File: config.mk
export PLATFORM = sky130hd
export DESIGN_NAME = mask_boundary_point_extractor_flat
export DESIGN_NICKNAME = d
export VERILOG_FILES = /design/src/mbpe_pkg.sv /design/src/mbpe_pixel_if.sv /design/src/mbpe_point_if.sv /design/src/mbpe_front.sv /design/src/mbpe_fifo.sv /design/src/mbpe_back.sv /design/src/mask_boundary_point_extractor.sv /design/src/flat_wrapper.sv
export SDC_FILE = /design/constraint.sdc
export NUM_CORES = 2
export LEC_CHECK = 0
export BUFFER_PORTS_ARGS = -buffer_cell sky130_fd_sc_hd__buf_2
export CAP_MARGIN = 20
export CELL_PAD_IN_SITES_DETAIL_PLACEMENT = 0
export CELL_PAD_IN_SITES_GLOBAL_PLACEMENT = 1
export CORE_MARGIN = 3
export CORE_UTILIZATION = 54
export CTS_CLUSTER_DIAMETER = 120
export CTS_CLUSTER_SIZE = 30
export DETAILED_ROUTE_END_ITERATION = 12
export PLACE_DENSITY = 0.76
export SETUP_SLACK_MARGIN = 0.05
export SLEW_MARGIN = 20
export SYNTH_ARGS = -nofsm -noshare
export SYNTH_HDL_FRONTEND = slang
export SYNTH_SLANG_ARGS = --single-unit
export TNS_END_PERCENT = 50
File: constraint.sdc
create_clock -name clk_i -period 17.55 [get_ports clk_i]
set_clock_uncertainty 0.1 [all_clocks]
set_input_delay 0 -clock clk_i [delete_from_list [all_inputs] [get_ports clk_i]]
set_output_delay 0 -clock clk_i [all_outputs]
set_load 0.02 [all_outputs]
File: src/mbpe_pkg.sv
// ----------------------------------------------------------------------------
// mbpe_pkg
// Shared types and constants of the mask boundary point extractor.
// ----------------------------------------------------------------------------
package mbpe_pkg;

  localparam int MaxWidthDefault  = 1024;
  localparam int MaxHeightDefault = 1024;

  localparam int PixelW   = 32;
  localparam int CoordW   = 10;
  localparam int CfgDataW = 11;
  localparam int CfgIdxW  = 1;

  localparam int AlphaShift = 24;
  localparam int AlphaMask  = 'hFF;

  // Reset value of both size registers
  localparam int CfgSizeReset = 1024;

  // Depth of the queue between classifier and line-buffer stage
  localparam int QueueDepth = 4;

  // Register indexes of the configuration port
  localparam logic [CfgIdxW-1:0] CfgImageWidth  = 1'd0;
  localparam logic [CfgIdxW-1:0] CfgImageHeight = 1'd1;

  // Classification of one pixel, produced by the front end
  typedef struct packed {
    logic              below;     // mask bit of the incoming pixel
    logic              interior;  // decided pixel lies off the border
    logic              last;      // incoming pixel closes the frame
    logic [CoordW-1:0] px;        // column of the decided pixel
    logic [CoordW-1:0] py;        // row of the decided pixel
  } mbpe_cls_t;

endpackage

File: src/mbpe_pixel_if.sv
// ----------------------------------------------------------------------------
// mbpe_pixel_if
// Valid/ready channel carrying one raster-order pixel word.
// ----------------------------------------------------------------------------
interface mbpe_pixel_if;
  import mbpe_pkg::*;

  logic              valid;
  logic              ready;
  logic [PixelW-1:0] pixel_word;

  modport source (output valid, output pixel_word, input ready);
  modport sink   (input valid, input pixel_word, output ready);

endinterface

File: src/mbpe_point_if.sv
// ----------------------------------------------------------------------------
// mbpe_point_if
// Valid/ready channel carrying one boundary point or end-of-frame marker.
// ----------------------------------------------------------------------------
interface mbpe_point_if;
  import mbpe_pkg::*;

  logic              valid;
  logic              ready;
  logic [CoordW-1:0] point_x;
  logic [CoordW-1:0] point_y;
  logic              is_point;
  logic              frame_end;

  modport source (output valid, output point_x, output point_y, output is_point,
                  output frame_end, input ready);
  modport sink   (input valid, input point_x, input point_y, input is_point,
                  input frame_end, output ready);

endinterface

File: src/mbpe_front.sv
// ----------------------------------------------------------------------------
// mbpe_front
// Accepts pixels, holds the size registers and the raster position, and
// classifies the pixel decided by each incoming pixel.
// ----------------------------------------------------------------------------
module mbpe_front #(
  parameter int MAX_WIDTH  = mbpe_pkg::MaxWidthDefault,
  parameter int MAX_HEIGHT = mbpe_pkg::MaxHeightDefault,
  localparam int AW = $clog2(MAX_WIDTH),
  localparam int RW = $clog2(MAX_HEIGHT)
) (
  input  logic                           clk_i,
  input  logic                           rst_ni,
  input  logic                           cfg_we_i,
  input  logic [mbpe_pkg::CfgIdxW-1:0]   cfg_idx_i,
  input  logic [mbpe_pkg::CfgDataW-1:0]  cfg_wdata_i,
  mbpe_pixel_if.sink                     pix_in,
  input  logic                           q_full_i,
  output logic                           q_push_o,
  output mbpe_pkg::mbpe_cls_t            q_cls_o,
  output logic [AW-1:0]                  q_ci_o,
  output logic [AW-1:0]                  q_ri_o
);
  import mbpe_pkg::*;

  localparam int ResetW = (CfgSizeReset > MAX_WIDTH)  ? MAX_WIDTH  : CfgSizeReset;
  localparam int ResetH = (CfgSizeReset > MAX_HEIGHT) ? MAX_HEIGHT : CfgSizeReset;

  logic [AW-1:0] wm1_q, wm1_d;
  logic [RW-1:0] hm1_q, hm1_d;
  logic [AW-1:0] col_q, col_d;
  logic [RW-1:0] row_q, row_d;
  logic [31:0]   cfg_v;
  logic [31:0]   eff_w;
  logic [31:0]   eff_h;
  logic          accept;
  logic          row_end;
  logic          frame_last;

  assign pix_in.ready = !q_full_i;
  assign accept       = pix_in.valid && pix_in.ready;

  assign row_end    = (col_q == wm1_q);
  assign frame_last = row_end && (row_q == hm1_q);

  // Zero acts as one, oversize saturates to the buffer limit
  always_comb begin
    cfg_v = 32'(cfg_wdata_i);
    if (cfg_v == 32'd0) begin
      eff_w = 32'd1;
      eff_h = 32'd1;
    end else begin
      eff_w = (cfg_v > 32'(MAX_WIDTH))  ? 32'(MAX_WIDTH)  : cfg_v;
      eff_h = (cfg_v > 32'(MAX_HEIGHT)) ? 32'(MAX_HEIGHT) : cfg_v;
    end
    wm1_d = wm1_q;
    hm1_d = hm1_q;
    if (cfg_we_i) begin
      unique case (cfg_idx_i)
        CfgImageWidth:  wm1_d = AW'(eff_w - 32'd1);
        CfgImageHeight: hm1_d = RW'(eff_h - 32'd1);
        default: ;
      endcase
    end
  end

  always_comb begin
    col_d = col_q;
    row_d = row_q;
    if (cfg_we_i) begin
      col_d = '0;
      row_d = '0;
    end else if (accept) begin
      if (frame_last) begin
        col_d = '0;
        row_d = '0;
      end else if (row_end) begin
        col_d = '0;
        row_d = row_q + RW'(1);
      end else begin
        col_d = col_q + AW'(1);
      end
    end
  end

  always_ff @(posedge clk_i or negedge rst_ni) begin
    if (!rst_ni) begin
      wm1_q <= AW'(ResetW - 1);
      hm1_q <= RW'(ResetH - 1);
      col_q <= '0;
      row_q <= '0;
    end else begin
      wm1_q <= wm1_d;
      hm1_q <= hm1_d;
      col_q <= col_d;
      row_q <= row_d;
    end
  end

  assign q_push_o         = accept;
  assign q_cls_o.below    = (((pix_in.pixel_word >> AlphaShift) & PixelW'(AlphaMask)) != '0);
  assign q_cls_o.interior = (row_q > RW'(1)) && (col_q != '0) && !row_end;
  assign q_cls_o.last     = frame_last;
  assign q_cls_o.px       = CoordW'(32'(col_q));
  assign q_cls_o.py       = CoordW'(32'(row_q) - 32'd1);
  assign q_ci_o           = col_q;
  // Right neighbor address, held at the last buffer entry
  assign q_ri_o           = (col_q == AW'(MAX_WIDTH - 1)) ? col_q : col_q + AW'(1);

endmodule

File: src/mbpe_fifo.sv
// ----------------------------------------------------------------------------
// mbpe_fifo
// Short register queue between the classifier and the line-buffer stage.
// ----------------------------------------------------------------------------
module mbpe_fifo #(
  parameter int DEPTH = mbpe_pkg::QueueDepth,
  parameter int WIDTH = 1
) (
  input  logic             clk_i,
  input  logic             rst_ni,
  input  logic             push_i,
  input  logic [WIDTH-1:0] wdata_i,
  input  logic             pop_i,
  output logic [WIDTH-1:0] rdata_o,
  output logic             full_o,
  output logic             empty_o
);

  localparam int PW = (DEPTH > 1) ? $clog2(DEPTH) : 1;
  localparam int CntW = $clog2(DEPTH + 1);

  logic [WIDTH-1:0] entry_q [DEPTH];
  logic [PW-1:0]    wr_ptr_q, rd_ptr_q;
  logic [CntW-1:0]  count_q;
  logic             do_push, do_pop;

  assign full_o  = (count_q == CntW'(DEPTH));
  assign empty_o = (count_q == '0);
  assign do_push = push_i && !full_o;
  assign do_pop  = pop_i && !empty_o;
  assign rdata_o = entry_q[rd_ptr_q];

  always_ff @(posedge clk_i) begin
    if (do_push) begin
      entry_q[wr_ptr_q] <= wdata_i;
    end
  end

  always_ff @(posedge clk_i or negedge rst_ni) begin
    if (!rst_ni) begin
      wr_ptr_q <= '0;
      rd_ptr_q <= '0;
      count_q  <= '0;
    end else begin
      if (do_push) begin
        wr_ptr_q <= (wr_ptr_q == PW'(DEPTH - 1)) ? '0 : wr_ptr_q + PW'(1);
      end
      if (do_pop) begin
        rd_ptr_q <= (rd_ptr_q == PW'(DEPTH - 1)) ? '0 : rd_ptr_q + PW'(1);
      end
      count_q <= count_q + CntW'(do_push) - CntW'(do_pop);
    end
  end

endmodule

File: src/mbpe_back.sv
// ----------------------------------------------------------------------------
// mbpe_back
// Line-buffer stage: reads the mask bits around the decided pixel, updates
// the two-row buffer and registers the resulting point or marker.
// ----------------------------------------------------------------------------
module mbpe_back #(
  parameter int MAX_WIDTH = mbpe_pkg::MaxWidthDefault,
  localparam int AW = $clog2(MAX_WIDTH)
) (
  input  logic                 clk_i,
  input  logic                 rst_ni,
  input  logic                 q_empty_i,
  input  mbpe_pkg::mbpe_cls_t  q_cls_i,
  input  logic [AW-1:0]        q_ci_i,
  input  logic [AW-1:0]        q_ri_i,
  output logic                 q_pop_o,
  mbpe_point_if.source         pt_out
);
  import mbpe_pkg::*;

  // Entry bit 1: row two above the input, bit 0: row one above the input
  logic [1:0]    mem_q [MAX_WIDTH];
  logic [1:0]    rd_c_q;
  logic [1:0]    rd_r_q;
  mbpe_cls_t     b_cls_q;
  logic [AW-1:0] b_addr_q;
  logic          b_valid_q;
  logic          left_q;
  logic          out_valid_q;
  logic [CoordW-1:0] out_x_q, out_y_q;
  logic          out_pt_q, out_end_q;
  logic          adv;
  logic          center, up, right, point;

  assign adv     = !out_valid_q || pt_out.ready;
  assign q_pop_o = adv && !q_empty_i;

  assign center = rd_c_q[0];
  assign up     = rd_c_q[1];
  assign right  = rd_r_q[0];
  assign point  = b_cls_q.interior && center &&
                  (!left_q || !right || !up || !b_cls_q.below);

  // Write of the leaving pixel and read for the entering one share an edge;
  // their addresses differ whenever the result can matter
  always_ff @(posedge clk_i) begin
    if (adv && b_valid_q) begin
      mem_q[b_addr_q] <= {center, b_cls_q.below};
      left_q          <= center;
    end
    if (q_pop_o) begin
      rd_c_q   <= mem_q[q_ci_i];
      rd_r_q   <= mem_q[q_ri_i];
      b_cls_q  <= q_cls_i;
      b_addr_q <= q_ci_i;
    end
    if (adv) begin
      out_x_q   <= point ? b_cls_q.px : '0;
      out_y_q   <= point ? b_cls_q.py : '0;
      out_pt_q  <= point;
      out_end_q <= !point;
    end
  end

  always_ff @(posedge clk_i or negedge rst_ni) begin
    if (!rst_ni) begin
      b_valid_q   <= 1'b0;
      out_valid_q <= 1'b0;
    end else if (adv) begin
      b_valid_q   <= !q_empty_i;
      out_valid_q <= b_valid_q && (point || b_cls_q.last);
    end
  end

  assign pt_out.valid     = out_valid_q;
  assign pt_out.point_x   = out_x_q;
  assign pt_out.point_y   = out_y_q;
  assign pt_out.is_point  = out_pt_q;
  assign pt_out.frame_end = out_end_q;

`ifndef SYNTHESIS
  a_marker_off_border: assert property (@(posedge clk_i) disable iff (!rst_ni)
    b_valid_q && b_cls_q.last |-> !b_cls_q.interior)
    else $error("frame-closing pixel classified as interior");

  a_stage_holds: assert property (@(posedge clk_i) disable iff (!rst_ni)
    !adv |=> $stable(b_valid_q))
    else $error("buffer stage moved while output stalled");

  a_point_issued: assert property (@(posedge clk_i) disable iff (!rst_ni)
    adv && b_valid_q && point |=> out_valid_q && pt_out.is_point && !pt_out.frame_end)
    else $error("boundary point not transferred to output register");
`endif

endmodule

File: src/mask_boundary_point_extractor.sv
// ----------------------------------------------------------------------------
// mask_boundary_point_extractor
// Four-neighbor boundary extraction on a raster-order alpha mask.
// ----------------------------------------------------------------------------
// Takes one pixel per clock, sustained, while the output side takes results.
// A pixel's alpha byte is reduced to one mask bit; a two-bit-wide line buffer
// of MAX_WIDTH entries holds the two rows above the input and is read at two
// addresses per pixel. Each pixel decides the pixel one row above it: a
// boundary point comes out with its (x, y) when that pixel is set, interior,
// and has a clear left, right, upper or lower neighbor. The last pixel of a
// frame gives an end marker. A result passes the queue, the buffer read
// register and the output register after its deciding pixel is transferred;
// a four-entry queue lets the input keep running while the output stalls,
// until it is full. The line buffer needs no clearing after reset: the first
// two rows of each frame rebuild it. Size register writes restart the frame.
// ----------------------------------------------------------------------------
module mask_boundary_point_extractor #(
  parameter int MAX_WIDTH  = mbpe_pkg::MaxWidthDefault,
  parameter int MAX_HEIGHT = mbpe_pkg::MaxHeightDefault
) (
  input  logic                          clk_i,
  input  logic                          rst_ni,
  input  logic                          cfg_we_i,
  input  logic [mbpe_pkg::CfgIdxW-1:0]  cfg_idx_i,
  input  logic [mbpe_pkg::CfgDataW-1:0] cfg_wdata_i,
  mbpe_pixel_if.sink                    pix_in,
  mbpe_point_if.source                  pt_out
);
  import mbpe_pkg::*;

  localparam int AW = $clog2(MAX_WIDTH);
  localparam int QW = $bits(mbpe_cls_t) + 2 * AW;

  logic          q_push, q_pop, q_full, q_empty;
  mbpe_cls_t     f_cls, h_cls;
  logic [AW-1:0] f_ci, f_ri, h_ci, h_ri;
  logic [QW-1:0] q_rdata;

  mbpe_front #(
    .MAX_WIDTH  (MAX_WIDTH),
    .MAX_HEIGHT (MAX_HEIGHT)
  ) u_front (
    .clk_i       (clk_i),
    .rst_ni      (rst_ni),
    .cfg_we_i    (cfg_we_i),
    .cfg_idx_i   (cfg_idx_i),
    .cfg_wdata_i (cfg_wdata_i),
    .pix_in      (pix_in),
    .q_full_i    (q_full),
    .q_push_o    (q_push),
    .q_cls_o     (f_cls),
    .q_ci_o      (f_ci),
    .q_ri_o      (f_ri)
  );

  mbpe_fifo #(
    .DEPTH (QueueDepth),
    .WIDTH (QW)
  ) u_fifo (
    .clk_i   (clk_i),
    .rst_ni  (rst_ni),
    .push_i  (q_push),
    .wdata_i ({f_cls, f_ci, f_ri}),
    .pop_i   (q_pop),
    .rdata_o (q_rdata),
    .full_o  (q_full),
    .empty_o (q_empty)
  );

  assign {h_cls, h_ci, h_ri} = q_rdata;

  mbpe_back #(
    .MAX_WIDTH (MAX_WIDTH)
  ) u_back (
    .clk_i     (clk_i),
    .rst_ni    (rst_ni),
    .q_empty_i (q_empty),
    .q_cls_i   (h_cls),
    .q_ci_i    (h_ci),
    .q_ri_i    (h_ri),
    .q_pop_o   (q_pop),
    .pt_out    (pt_out)
  );

endmodule
File: src/flat_wrapper.sv
// flat-port wrapper written by rule: the top's interface ports become plain ports
module mask_boundary_point_extractor_flat import mbpe_pkg::*;
#(
  parameter int MAX_WIDTH  = mbpe_pkg::MaxWidthDefault,
  parameter int MAX_HEIGHT = mbpe_pkg::MaxHeightDefault
)
  (clk_i, rst_ni, cfg_we_i, cfg_idx_i, cfg_wdata_i, pix_in_valid, pix_in_pixel_word, pix_in_ready, pt_out_valid, pt_out_point_x, pt_out_point_y, pt_out_is_point, pt_out_frame_end, pt_out_ready);
  mbpe_pixel_if pix_in_i ();
  mbpe_point_if pt_out_i ();
  input  logic clk_i;
  input  logic rst_ni;
  input  logic cfg_we_i;
  input  logic [mbpe_pkg::CfgIdxW-1:0] cfg_idx_i;
  input  logic [mbpe_pkg::CfgDataW-1:0] cfg_wdata_i;
  input wire logic [$bits(pix_in_i.valid)-1:0] pix_in_valid;
  input wire logic [$bits(pix_in_i.pixel_word)-1:0] pix_in_pixel_word;
  output wire logic [$bits(pix_in_i.ready)-1:0] pix_in_ready;
  output wire logic [$bits(pt_out_i.valid)-1:0] pt_out_valid;
  output wire logic [$bits(pt_out_i.point_x)-1:0] pt_out_point_x;
  output wire logic [$bits(pt_out_i.point_y)-1:0] pt_out_point_y;
  output wire logic [$bits(pt_out_i.is_point)-1:0] pt_out_is_point;
  output wire logic [$bits(pt_out_i.frame_end)-1:0] pt_out_frame_end;
  input wire logic [$bits(pt_out_i.ready)-1:0] pt_out_ready;
  assign pix_in_i.valid = pix_in_valid;
  assign pix_in_i.pixel_word = pix_in_pixel_word;
  assign pix_in_ready = pix_in_i.ready;
  assign pt_out_valid = pt_out_i.valid;
  assign pt_out_point_x = pt_out_i.point_x;
  assign pt_out_point_y = pt_out_i.point_y;
  assign pt_out_is_point = pt_out_i.is_point;
  assign pt_out_frame_end = pt_out_i.frame_end;
  assign pt_out_i.ready = pt_out_ready;
  mask_boundary_point_extractor #(.MAX_WIDTH(MAX_WIDTH), .MAX_HEIGHT(MAX_HEIGHT)) u_core (.clk_i(clk_i), .rst_ni(rst_ni), .cfg_we_i(cfg_we_i), .cfg_idx_i(cfg_idx_i), .cfg_wdata_i(cfg_wdata_i), .pix_in(pix_in_i), .pt_out(pt_out_i));
endmodule
==> metrics.txt <==
root buf cell=clkbuf_16; status=completed; reg2reg end=u_core.u_back.rd_c_q[0]$_DFFE_PP_; top cell type's share of synthesized area=0.649; Routed WL=329,000 um; Reg clk slew, reported paths=120 ps; Post-CTS Setup Inserts=0; Fin. Hold Viols=0; Synth top cells by count=2,229 x edfxtp_1, 1,111 x nor2_1, 591 x mux2i_1; CP endpoint=u_core.u_back.rd_c_q[0]$_DFFE_PP_; share of layout cells above drive strength 1=0.139; required time at the worst-slack endpoint=18,070 ps; flops & latches, synth=2,278; R2R cell count=15; number of flops mapped to enable cells by yosys=around 2,200; Distinct cells, synth=a little over 80; fin crit period=7860 ps; Post-Syn Area=approximately 0.10 mm^2; vias in the first global route=62,767; Wirelength per Cell=35.7 um; Max-Cap Viols=0; total I/O pin count=between 70 and 80; CP Class=reg -> reg; total number of vias=roughly 65,000; YS warnings=0; Setup crit start kind=flip-flop; clock latency on the worst-skew pair=800 ps; setup violators final=0; WP data arrival=8380 ps; gp weighted congestion=0.894; VDD IR max=0.000216 V; row cnt=159; period utilization=0.448; htree depth=3; CTS Buf Count=85; most common cell in the netlist=edfxtp_1; Max Clock Freq=127 MHz; Post-synth ARST share=0.0215; first-pass GRT wire length=461,000 um; Layout Cells excl Fill=roughly 9,000; Cells after DPL=9,078; Reg2Reg Setup Slack=9690 ps; busiest layer in global routing=met2; CTS tree=built; # clock sinks=2,278; Critical R2R Launch=u_core.u_fifo.rd_ptr_q[1]$_DFFE_PN0P_; maximum root-to-sink buffer count=3; Routed Antenna Nets=0; GR Layer Usage met3=0.0693; Final Slew Violations=0; power per cell area=about 180 mW/mm^2; Nets=6,770; initial core utilization=0.547; overall routing resource usage=0.331; DRC=0; Syn-to-layout area delta=5.19%; 1st-iter DRT viols=10,369; post-cts sizing count=0; Slew @ Worst Pin=1280 ps; crit-path max FO=between 100 and 150; drt pass-1 iters=6; met2 Track Usage GR=0.522; die height=443 um; largest net degree at the start of global routing=260; sequential area share after synthesis=0.661; IO buf count=48; Lkg Pwr=approximately 34 nW; Yosys top cell by area=edfxtp_1; die width=443 um; Synth Instances=6,932; Area contributors post-synth=edfxtp_1 65%, mux4_2 10%, mux2i_1 5.7%, nor2_1 4.0%, nand2_1 1.9%; CP Launch Point=u_core.u_fifo.rd_ptr_q[1]$_DFFE_PN0P_; core box area=0.189 mm^2; Via density=7.02; top_reg_cell synth=edfxtp_1; hpwl dp=194,000 um; Die ar.=approximately 0.20 mm^2; total grt overflow=0; post-synth net total=6,995; Mean Syn Cell Area=approximately 15 um^2; initial antenna violation count=16; max_slew headroom=0.146; Hold Crit Class=in -> reg; RSZ-0062 raised after global routing=false; final setup TNS=0 ps; GR Layer Usage met1=0.447; crit path capture type=flip-flop
[cell usage in the layout (no fill, tap or decap), drive strengths merged, types with 10 or more instances in the layout]
cell type and count:
nand4 19, dfstp 20, nand3 119, nand2b 33, xor2 14, dlygate4sd3 34, nor4 45, a22o 11
o221ai 91, xnor2 20, and2 40, a211oi 76, mux2i 591, dfrtp 29, mux4 470, edfxtp 2229
nor3 61, inv 25, mux2 27, o31ai 12, a32oi 24, o21ai 106, nor2 1111, nor3b 10
o22ai 102, a31oi 32, diode 12, a2111oi 15, nor2b 71, a22oi 69, and3 29, ha 13
a311oi 55, buf 241, a21oi 138, clkbuf 107, nand2 519
[state kept, by name, summed over array words and instances (netlist names)]
signal,cells
u_core.u_back.b_cls_q,23
u_core.u_back.b_valid_q,1
u_core.u_back.left_q,1
u_core.u_back.mem_q,2048
u_core.u_back.pt_out.frame_end,1
u_core.u_back.pt_out.is_point,1
u_core.u_back.pt_out.point_x,10
u_core.u_back.pt_out.point_y,10
u_core.u_back.pt_out.valid,1
u_core.u_back.rd_c_q,2
u_core.u_back.rd_r_q,1
u_core.u_fifo.count_q,3
u_core.u_fifo.entry_q,132
u_core.u_fifo.rd_ptr_q,2
u_core.u_fifo.wr_ptr_q,2
u_core.u_front.hm1_q,10
u_core.u_front.q_ci_o,10
u_core.u_front.row_q,10
u_core.u_front.wm1_q,10
[cell type report]
class | instances | area (um^2)
Antenna cell | 12 | 30.0
Fill cell | 14810 | 80300
Timing Repair Buffer | 275 | 2290
Clock inverter | 5 | 53.8
Inverter | 23 | 118
Clock buffer | 107 | 2250
Sequential cell | 2278 | 68200
Tap cell | 2495 | 3120
Multi-Input combinational cell | 4044 | 32500
[power by group]
group | internal [mW] | leakage [nW] | switching (mW) | total (mW)
logic | 3.00 | 12.0 | 6.60 | 9.60
registers | 6.92 | 20.7 | 0.120 | 7.04
clock network | 0.920 | 1.12 | 1.61 | 2.53
[through the flow]
step                setup WS [ps]  utilization  area, um^2  power, mW  hold slack, ps
floorplan                    2730            -      103000       13.7            -396
global placement            10000        0.559      106000       16.4            63.9
detailed placement           9930        0.560      106000       16.5            77.1
CTS                          9900        0.574      108000       19.0            16.6
global route                 9550        0.575      109000       19.7            63.7
finish                       9690        0.575      109000       19.2            47.0
[metal layers]
metal,vias up,part of all wire
li1,26321,-
met1,33581,0.36
met2,4298,0.47
met3,679,0.12
met4,2,0.051
met5,-,0.000061
[repair_timing]
item                                    CTS  global route
hold endpoints to repair                123             0
hold buffers                             34             0
endpoints found under the setup margin    0             0
[worst min-delay path by stage]
stage                     startpoint                                     end  depth (start not counted)
6_report       pix_in_pixel_word[26]  u_core.u_fifo.entry_q[2][42]$_DFFE_PP_                          4
5_1_grt        pix_in_pixel_word[27]  u_core.u_fifo.entry_q[1][42]$_DFFE_PP_                          4
4_1_cts        pix_in_pixel_word[26]  u_core.u_fifo.entry_q[2][42]$_DFFE_PP_                          4
3_5_place_dp                  rst_ni    u_core.u_front.q_ci_o[0]$_DFFE_PN0P_                          2
3_3_place_gp                  rst_ni    u_core.u_front.q_ci_o[0]$_DFFE_PN0P_                          2
2_1_floorplan                 rst_ni     u_core.u_back.b_valid_q$_DFFE_PN0N_                          0
[critical path, stage by stage (launching register included)]
cell and delay (ps):
dfrtp_2 810, mux2i_1 160, mux2_4 470, inv_8 310, buf_4 760, buf_12 650, buf_4 700, buf_4 800
mux2i_1 170, o221ai_1 320, a31oi_1 110, o2111ai_1 370, o2111ai_1 400, nor4_1 1000, a311oi_1 130, o2111ai_1 190
[logic make-up after synthesis]
| group | synth area share |
|---|---|
| buf+inv | 0.0305 |
| fa+ha+maj | 0.00177 |
| compound gates | 0.0555 |
| mux | 0.163 |
| xor+xnor | 0.00289 |
| flops | 0.661 |
| simple gates | 0.0855 |
No activity file was read; power rests on OpenSTA's default activity.
